**config.mk**
```make
export PLATFORM = sky130hd
export DESIGN_NAME = first_fit_pool_allocator
export DESIGN_NICKNAME = d
export VERILOG_FILES = /design/src/ffpa_pkg.sv /design/src/first_fit_pool_allocator.sv /design/src/ffpa_ctrl.sv /design/src/ffpa_dp.sv
export SDC_FILE = /design/constraint.sdc
export NUM_CORES = 2
export LEC_CHECK = 0
export BUFFER_PORTS_ARGS = -buffer_cell sky130_fd_sc_hd__clkbuf_2
export CAP_MARGIN = 15
export CORE_MARGIN = 2
export CORE_UTILIZATION = 63
export CTS_CLUSTER_SIZE = 16
export DETAILED_ROUTE_END_ITERATION = 12
export GPL_TIMING_DRIVEN = 0
export PLACE_DENSITY = 0.76
export SLEW_MARGIN = 25
export SYNTH_ARGS = -nofsm -noshare
export SYNTH_HDL_FRONTEND = slang
export SYNTH_SLANG_ARGS = --single-unit
```
**constraint.sdc**
```tcl
create_clock -name clk -period 9.76 [get_ports clk]
set_clock_uncertainty 0.1 [all_clocks]
set_input_delay 1.464 -clock clk [delete_from_list [all_inputs] [get_ports clk]]
set_output_delay 1.464 -clock clk [all_outputs]
set_load 0.005 [all_outputs]
```
**src/ffpa_pkg.sv**
```systemverilog
// Shared types and constants for the first-fit pool allocator.
// Used by ffpa_ctrl, ffpa_dp and first_fit_pool_allocator; depends on nothing.
package ffpa_pkg;

	// Descriptor table geometry
	localparam int MAX_BLOCKS = 64;
	localparam int IDX_W      = $clog2(MAX_BLOCKS);
	localparam int CNT_W      = $clog2(MAX_BLOCKS + 1);

	// Minimum block granule, as log2 of the byte count
	localparam int BASE_ALIGN_LOG2 = 6;

	// Pool size after reset
	localparam logic [31:0] POOL_RESET_BYTES = 32'h0400_0000;

	typedef enum logic [1:0] {
		OP_ALLOC = 2'd0,
		OP_FREE  = 2'd1,
		OP_RESET = 2'd2,
		OP_STATS = 2'd3
	} op_t;

	typedef enum logic [2:0] {
		ST_OK        = 3'd0,
		ST_BAD_SIZE  = 3'd1,
		ST_EXHAUSTED = 3'd2,
		ST_FULL      = 3'd3,
		ST_NOT_FOUND = 3'd4
	} status_t;

	typedef enum logic [2:0] {
		S_IDLE,
		S_PREP,
		S_WALK,
		S_CARVE,
		S_DONE
	} state_t;

	// Commands from controller to datapath
	typedef struct packed {
		logic latch;
		logic prep;
		logic walk;
		logic carve;
		logic load_out;
	} cmd_t;

	// Status from datapath to controller
	typedef struct packed {
		op_t  op;
		logic arg_bad;
		logic hit;
		logic walk_end;
	} sts_t;

endpackage

```
**src/first_fit_pool_allocator.sv**
```systemverilog
// First-fit pool allocator, top level: joins controller and datapath and
// exposes the request, result and configuration channels. Depends on ffpa_pkg.
//
// Allocates, frees and recycles blocks of a byte pool given by pool_bytes
// (reset 64 MiB), with offsets relative to the pool base. Every request beat
// gives exactly one result beat carrying status and the pool statistics.
// One request is in flight at a time. Reset-all, stats and an allocate with a
// zero or overflowing size skip the walk and load their result after prepare.
// Allocate and free walk the descriptor table newest entry first, one entry
// per cycle through the registered read of the descriptor memory. A free, or
// an allocate that finds no idle fit, walks every recorded block; an allocate
// that then carves a new block goes through the carve state before its result
// is loaded. A hit ends the walk early. The next request is accepted in the
// cycle after the result is loaded, while that result may still wait on the
// output. Write pool_bytes only while no request is in flight.
module first_fit_pool_allocator (
	input  logic                       clk,
	input  logic                       arst_n,
	input  logic                       cfg_valid,
	output logic                       cfg_ready,
	input  logic [31:0]                cfg_data,
	input  logic                       in_valid,
	output logic                       in_ready,
	input  logic [1:0]                 operation,
	input  logic [31:0]                request_bytes,
	input  logic [4:0]                 align_log2,
	input  logic [31:0]                block_offset,
	output logic                       out_valid,
	input  logic                       out_ready,
	output logic [2:0]                 status,
	output logic [31:0]                result_offset,
	output logic [31:0]                used_bytes,
	output logic [31:0]                free_bytes,
	output logic [ffpa_pkg::CNT_W-1:0] block_count,
	output logic [ffpa_pkg::CNT_W-1:0] idle_block_count
);
	import ffpa_pkg::*;

	cmd_t cmd;
	sts_t sts;

	// Configuration writes are always taken
	assign cfg_ready = 1'b1;

	ffpa_ctrl u_ctrl (
		.clk       (clk),
		.arst_n    (arst_n),
		.in_valid  (in_valid),
		.in_ready  (in_ready),
		.out_valid (out_valid),
		.out_ready (out_ready),
		.sts       (sts),
		.cmd       (cmd)
	);

	ffpa_dp u_dp (
		.clk              (clk),
		.arst_n           (arst_n),
		.cmd              (cmd),
		.sts              (sts),
		.cfg_we           (cfg_valid && cfg_ready),
		.cfg_data         (cfg_data),
		.operation        (operation),
		.request_bytes    (request_bytes),
		.align_log2       (align_log2),
		.block_offset     (block_offset),
		.status           (status),
		.result_offset    (result_offset),
		.used_bytes       (used_bytes),
		.free_bytes       (free_bytes),
		.block_count      (block_count),
		.idle_block_count (idle_block_count)
	);

endmodule

```
**src/ffpa_ctrl.sv**
```systemverilog
// Controller state machine for the first-fit pool allocator.
// Depends on ffpa_pkg; drives ffpa_dp through cmd_t and reads sts_t.
module ffpa_ctrl (
	input  logic            clk,
	input  logic            arst_n,
	input  logic            in_valid,
	output logic            in_ready,
	output logic            out_valid,
	input  logic            out_ready,
	input  ffpa_pkg::sts_t  sts,
	output ffpa_pkg::cmd_t  cmd
);
	import ffpa_pkg::*;

	state_t state_q, state_d;
	logic   out_vld_q;
	logic   out_free;

	assign out_valid = out_vld_q;
	assign out_free  = !out_vld_q || out_ready;

	// State register
	always_ff @(posedge clk or negedge arst_n) begin
		if (!arst_n) begin
			state_q <= S_IDLE;
		end else begin
			state_q <= state_d;
		end
	end

	// Next state and commands
	always_comb begin
		state_d  = state_q;
		cmd      = '0;
		in_ready = 1'b0;
		case (state_q)
			S_IDLE: begin
				in_ready = 1'b1;
				if (in_valid) begin
					cmd.latch = 1'b1;
					state_d   = S_PREP;
				end
			end
			S_PREP: begin
				cmd.prep = 1'b1;
				case (sts.op)
					OP_ALLOC: state_d = sts.arg_bad ? S_DONE : S_WALK;
					OP_FREE:  state_d = S_WALK;
					default:  state_d = S_DONE;
				endcase
			end
			S_WALK: begin
				cmd.walk = 1'b1;
				if (sts.hit) begin
					state_d = S_DONE;
				end else if (sts.walk_end) begin
					state_d = (sts.op == OP_ALLOC) ? S_CARVE : S_DONE;
				end
			end
			S_CARVE: begin
				cmd.carve = 1'b1;
				state_d   = S_DONE;
			end
			S_DONE: begin
				if (out_free) begin
					cmd.load_out = 1'b1;
					state_d      = S_IDLE;
				end
			end
			default: state_d = S_IDLE;
		endcase
	end

	// Output beat valid: set on load, drop when taken
	always_ff @(posedge clk or negedge arst_n) begin
		if (!arst_n) begin
			out_vld_q <= 1'b0;
		end else if (cmd.load_out) begin
			out_vld_q <= 1'b1;
		end else if (out_ready) begin
			out_vld_q <= 1'b0;
		end
	end

	// Walk only runs for allocate or free
	a_walk_op: assert property (@(posedge clk) disable iff (!arst_n)
		state_q == S_WALK |-> (sts.op == OP_ALLOC || sts.op == OP_FREE))
		else $error("walk entered for an operation without a search");

	// Carve only follows a walk that missed
	a_carve_prev: assert property (@(posedge clk) disable iff (!arst_n)
		state_q == S_CARVE |-> $past(state_q) == S_WALK && $past(sts.walk_end)
			&& !$past(sts.hit))
		else $error("carve without a missed walk");

	// A finished result never overwrites one still waiting
	a_no_overrun: assert property (@(posedge clk) disable iff (!arst_n)
		cmd.load_out |-> out_free)
		else $error("result loaded over a pending beat");

endmodule

```
**src/ffpa_dp.sv**
```systemverilog
// Datapath for the first-fit pool allocator: descriptor memories, busy bits,
// bump pointer, size rounding, search walk and the output register.
// Depends on ffpa_pkg; steered by ffpa_ctrl through cmd_t.
module ffpa_dp (
	input  logic                      clk,
	input  logic                      arst_n,
	input  ffpa_pkg::cmd_t            cmd,
	output ffpa_pkg::sts_t            sts,
	input  logic                      cfg_we,
	input  logic [31:0]               cfg_data,
	input  logic [1:0]                operation,
	input  logic [31:0]               request_bytes,
	input  logic [4:0]                align_log2,
	input  logic [31:0]               block_offset,
	output logic [2:0]                status,
	output logic [31:0]               result_offset,
	output logic [31:0]               used_bytes,
	output logic [31:0]               free_bytes,
	output logic [ffpa_pkg::CNT_W-1:0] block_count,
	output logic [ffpa_pkg::CNT_W-1:0] idle_block_count
);
	import ffpa_pkg::*;

	// Descriptor memories
	logic [31:0] mem_off [MAX_BLOCKS];
	logic [31:0] mem_size [MAX_BLOCKS];

	// Architectural state
	logic [31:0]           pool_q;
	logic [31:0]           bump_q;
	logic [CNT_W-1:0]      eu_q;
	logic [CNT_W-1:0]      idle_q;
	logic [MAX_BLOCKS-1:0] busy_q;

	// Latched request
	op_t         op_q;
	logic [31:0] req_q;
	logic [4:0]  alog_q;
	logic [31:0] boff_q;
	logic [31:0] sz_q;
	status_t     st_q;
	logic [31:0] res_off_q;

	// Walk state
	logic [CNT_W-1:0] idx_q;
	logic [CNT_W-1:0] idx_dec;
	logic [IDX_W-1:0] rd_addr;
	logic             rd_en;
	logic             rd_vld_s1;
	logic [IDX_W-1:0] rd_idx_s1;
	logic [31:0]      rd_off_s1;
	logic [31:0]      rd_size_s1;

	// Rounding
	logic [31:0] align_mask;
	logic [32:0] sz_sum;
	logic [32:0] sz_round;
	logic        arg_bad;

	// Carve checks
	logic [32:0]      bump_next;
	logic             exhausted;
	logic             table_full;
	logic [IDX_W-1:0] wr_addr;

	logic             hit;
	logic             walk_end;
	logic             hit_busy;

	// Round up to the larger of the requested alignment and the base granule
	always_comb begin
		if (alog_q < 5'(BASE_ALIGN_LOG2)) begin
			align_mask = (32'd1 << BASE_ALIGN_LOG2) - 32'd1;
		end else begin
			align_mask = (32'd1 << alog_q) - 32'd1;
		end
		sz_sum   = {1'b0, req_q} + {1'b0, align_mask};
		sz_round = sz_sum & ~{1'b0, align_mask};
		arg_bad  = (req_q == 32'd0) || sz_round[32];
	end

	// Compare the entry read last cycle
	assign hit_busy = busy_q[rd_idx_s1];
	always_comb begin
		if (op_q == OP_ALLOC) begin
			hit = rd_vld_s1 && !hit_busy && (rd_size_s1 >= sz_q);
		end else begin
			hit = rd_vld_s1 && (rd_off_s1 == boff_q);
		end
	end
	assign walk_end = (idx_q == '0) && !rd_vld_s1;

	// Next read address, newest entry first
	assign idx_dec = idx_q - CNT_W'(1);
	assign rd_addr = idx_dec[IDX_W-1:0];
	assign rd_en   = cmd.walk && (idx_q != '0) && !hit;

	assign bump_next  = {1'b0, bump_q} + {1'b0, sz_q};
	assign exhausted  = bump_next > {1'b0, pool_q};
	assign table_full = eu_q >= CNT_W'(MAX_BLOCKS);
	assign wr_addr    = eu_q[IDX_W-1:0];

	assign sts.op       = op_q;
	assign sts.arg_bad  = arg_bad;
	assign sts.hit      = hit;
	assign sts.walk_end = walk_end;

	// Descriptor memory write on carve
	always_ff @(posedge clk) begin
		if (cmd.carve && !exhausted && !table_full) begin
			mem_off[wr_addr]  <= bump_q;
			mem_size[wr_addr] <= sz_q;
		end
	end

	// Descriptor memory registered read
	always_ff @(posedge clk) begin
		if (rd_en) begin
			rd_off_s1  <= mem_off[rd_addr];
			rd_size_s1 <= mem_size[rd_addr];
			rd_idx_s1  <= rd_addr;
		end
	end

	// Latch the request beat
	always_ff @(posedge clk) begin
		if (cmd.latch) begin
			op_q   <= op_t'(operation);
			req_q  <= request_bytes;
			alog_q <= align_log2;
			boff_q <= block_offset;
		end
		if (cmd.prep) begin
			sz_q <= sz_round[31:0];
		end
	end

	// Control state: pool size, bump pointer, counts, busy bits, walk
	always_ff @(posedge clk or negedge arst_n) begin
		if (!arst_n) begin
			pool_q    <= POOL_RESET_BYTES;
			bump_q    <= '0;
			eu_q      <= '0;
			idle_q    <= '0;
			busy_q    <= '0;
			idx_q     <= '0;
			rd_vld_s1 <= 1'b0;
			st_q      <= ST_OK;
			res_off_q <= '0;
		end else begin
			if (cfg_we) begin
				pool_q <= cfg_data;
			end
			// Set up the operation
			if (cmd.prep) begin
				idx_q     <= eu_q;
				rd_vld_s1 <= 1'b0;
				res_off_q <= '0;
				st_q      <= (op_q == OP_ALLOC && arg_bad) ? ST_BAD_SIZE : ST_OK;
				if (op_q == OP_RESET) begin
					busy_q <= '0;
					idle_q <= eu_q;
				end
			end
			// Advance the walk and apply a hit
			if (cmd.walk) begin
				rd_vld_s1 <= rd_en;
				if (rd_en) begin
					idx_q <= idx_dec;
				end
				if (hit) begin
					if (op_q == OP_ALLOC) begin
						busy_q[rd_idx_s1] <= 1'b1;
						idle_q            <= idle_q - CNT_W'(1);
						res_off_q         <= rd_off_s1;
					end else begin
						busy_q[rd_idx_s1] <= 1'b0;
						if (hit_busy) begin
							idle_q <= idle_q + CNT_W'(1);
						end
					end
				end else if (walk_end && op_q == OP_FREE) begin
					st_q <= ST_NOT_FOUND;
				end
			end
			// Carve a new block at the bump pointer
			if (cmd.carve) begin
				if (exhausted) begin
					st_q <= ST_EXHAUSTED;
				end else if (table_full) begin
					st_q <= ST_FULL;
				end else begin
					busy_q[wr_addr] <= 1'b1;
					eu_q            <= eu_q + CNT_W'(1);
					bump_q          <= bump_next[31:0];
					res_off_q       <= bump_q;
				end
			end
		end
	end

	// Output register
	always_ff @(posedge clk) begin
		if (cmd.load_out) begin
			status           <= st_q;
			result_offset    <= res_off_q;
			used_bytes       <= bump_q;
			free_bytes       <= (pool_q >= bump_q) ? (pool_q - bump_q) : 32'd0;
			block_count      <= eu_q;
			idle_block_count <= idle_q;
		end
	end

	// Idle blocks are a subset of recorded blocks
	a_idle_le_used: assert property (@(posedge clk) disable iff (!arst_n)
		idle_q <= eu_q)
		else $error("idle count exceeds recorded blocks");

	// Entries past the recorded count are never busy
	a_busy_bound: assert property (@(posedge clk) disable iff (!arst_n)
		(busy_q >> eu_q) == '0)
		else $error("busy bit set beyond recorded blocks");

	// Bump pointer only moves on a carve, and only upward
	a_bump_mono: assert property (@(posedge clk) disable iff (!arst_n)
		bump_q != $past(bump_q) |-> $past(cmd.carve) && bump_q > $past(bump_q))
		else $error("bump pointer moved outside a carve");

endmodule

```
==> reports/summary.txt <==
Nets: 9696
Post-Syn Instances: 8347
final instance area: 211300 sq um
commonest non-fill, non-tap cell in the layout: edfxtp_1
Critical Path RT: 10.33 ns
Avg Cell Area, Syn: 21.72 sq um
peak supply drop: 228.9 uV
slowest CP cell: nor2_4
# Post-CTS Setup Buffers: 0
CP Launch Point: u_dp.bump_q[0]
DR iter-0 viols: 19569
startpoint class of the critical path: register
critical path's largest stage delay: 0.98 ns
ratio of cells with drive above 1 in the final layout: 29.94%
cts hold-fix bufs: 0
total power: 0.07172 W
vias post-DR: 104663
Worst Path Arrival: 9.70 ns
Initial Util: 63.45%
# resized after CTS: 0
Crit. End Element: register
Clk pin slew, worst setup/hold paths: 0.06 ns
final worst path period need: 9.124 ns
Core Region: 285700 sq um
Max-slew headroom: 15.93%
Leak: 68.68 nW
Hold Crit Class: in2async
Crit Path Category: reg2reg
routed len/inst: 44.87 microns
delay-heaviest family, CP: compound AO/OA/AOI/OAI gates
placed inst area: 196800 sq um
die width: 540.4 microns
ys async rst share: 4.135%
Max Transition Viols Final: 0
1st-pass router iterations: 9
initial antenna violation count: 67
Clk Tree Root Cell: clkbuf_16
row count: 196
GR Util All Layers: 40.52%
Post-synth EDFFs: 4382
worst slew pin tran: 1.261 ns
Achievable Freq: 0.1096 GHz
Worst-Skew Late Latency: 1.03 ns
PD cells: 339.4 nW/um^2
TritonCTS clock tree: yes
CP bufs+invs: 5
Final ANT Viol Nets: 0
clk sinks: 4571
worst-path fanout max: 66
Die H: 540.4 microns
wirelength, routed: 611200 microns
post-synthesis sequential area ratio: 75.20%
H-Tree Depth: 5
Yosys warnings: 0
vias in the first global route: 101625
fillers: 14499
highest-count cells in the layout ignoring fill and taps: edfxtp_1 (4382), mux4_2 (1351), clkbuf_16 (442), clkbuf_1 (348), clkbuf_2 (334)
Seq cells post-synth: 4571
RSZ-0062 raised after global routing: false
port bufs: 221
ys flop type: edfxtp_1
worst-path cell chain: buf_16 -> ha_1 -> fa_1 -> a211oi_1 -> o21ai_0 -> o311ai_1 -> a21oi_1 -> o211ai_1 -> a21o_1 -> and3_1 -> nor2_1 -> ha_1 -> a211oi_1 -> o211ai_1 -> a211oi_1 -> o21ai_0 -> o211a_1 -> nor3_4 -> buf_2 -> nand4b_1 -> nor2_4 -> buf_16 -> buf_16 -> buf_12
placed wire-length estimate: 358800 microns
first-pass GRT wire length: 813000 microns
largest net degree at the start of global routing: 84
final setup violation count: 0
biggest regs: u_dp.mem_off: 2048 flops, u_dp.mem_size: 2048 flops, u_dp.busy_q: 64 flops
gp weighted congestion: 0.9246
Synth-to-Final Area Change: 16.57%
reg-to-reg startpoint: u_dp.bump_q[0]
CTS Buffer Depth: 4
outcome: finished, final reports clean
vias per cell: 7.683
synthesized cell area: 181300 sq um
io pins: 224
DRC: 0
Unique masters post-synth: 87
final worst-path cycle share: 93.48%
global route overflow: 0
CTS buffer count: 439
die footprint: 292000 sq um
post-route setup TNS: 0 ns
Max Cap Viol: 0
Final Hold Fails: 0
[routing by layer]
| metal | routed length, microns | track usage (%) | up-vias |
|---|---|---|---|
| li1 | - | - | 37561 |
| met1 | 185800 | 50.98 | 53168 |
| met2 | 289700 | 63.85 | 11401 |
| met3 | 86970 | 11.52 | 2491 |
| met4 | 48440 | 23.49 | 42 |
| met5 | 287 | 0 | - |
[cell usage after synthesis (all sizes together), types with 9 or more instances]
cell	count	area, sq um
a211oi	30	225.2
a21boi	10	75.07
a21o	36	270.3
a21oi	149	745.7
a31oi	46	287.8
and2	58	362.9
and3	55	344.1
buf	105	447.9
clkbuf	331	1242
dfrtp	188	4705
edfxtp	4382	131600
ha	164	2052
inv	158	593.1
mux2	24	270.3
mux2i	14	140.1
mux4	1351	30430
nand2	169	634.4
nand2b	20	125.1
nand3	68	340.3
nand3b	10	75.07
nand4	31	193.9
nor2	248	933.4
nor2b	16	100.1
nor3	49	261.5
nor4	31	206.4
o2111ai	9	78.83
o211ai	37	277.8
o21a	27	202.7
o21ai	122	610.6
o21bai	13	97.59
o221ai	49	429.2
o311ai	23	209.0
o31ai	66	509.2
or2	16	100.1
or3	17	106.4
or4	19	142.6
xnor2	48	420.4
xor2	51	446.7
[metrics by stage]
step	cells	hold slack, ns	util [%]	setup slack [ns]
2_1_floorplan	8352	0.3231	-	1.165
3_3_place_gp	12335	0.3335	65.49	-5.625
3_5_place_dp	12740	0.3329	68.89	1.014
4_1_cts	13559	0.2480	73.87	0.8140
5_1_grt	13597	0.2947	73.93	0.1757
6_report	13623	0.2694	73.96	0.6363
[power breakdown]
part / internal, W / switching [W]
registers: 0.0247 / 0.00134
clock network: 0.00948 / 0.00801
logic: 0.0110 / 0.0172
total: 0.0452 / 0.0265
[area by class of cell]
type / count / area [sq um] / share of cell area, %
Multi-Input combinational cell: 3187 / 43230 / 20.46
Buffer: 436 / 1878 / 0.8888
Timing Repair Buffer: 628 / 10080 / 4.772
Tap cell: 3762 / 4707 / 2.228
Inverter: 158 / 593.1 / 0.2807
Clock buffer: 539 / 11440 / 5.417
Antenna cell: 62 / 155.1 / 0.07343
Sequential cell: 4571 / 136400 / 64.56
Clock inverter: 280 / 2778 / 1.315
[logic make-up (layout without fill, tap and decap cells)]
kind of cell,Yosys count,after routing,synth area share (%)
flip-flops,4571,4571,75.20
AND/OR/NAND/NOR,835,835,2.299
adder cells (fa/ha/maj),168,168,1.171
other,2,69,0.004143
multiplexers,1389,1389,17.01
buffers and inverters,594,2041,1.260
AO/OA/AOI/OAI,689,689,2.573
XOR/XNOR,99,99,0.4783
[final timing paths]
check,slack (ns),cells after the start,to
min in group clk,0.35,0,u_dp.idle_block_count[3]
max in group asynchronous,8.45,2,u_dp.bump_q[30]
hold reg to reg,0.35,0,u_dp.idle_block_count[3]
setup / recovery,0.64,24,u_dp.mem_size[34][12]
setup reg to reg,0.64,24,u_dp.mem_size[34][12]
hold / removal,0.27,1,u_dp.idle_q[3]
Power figures use the tool's default switching activity.
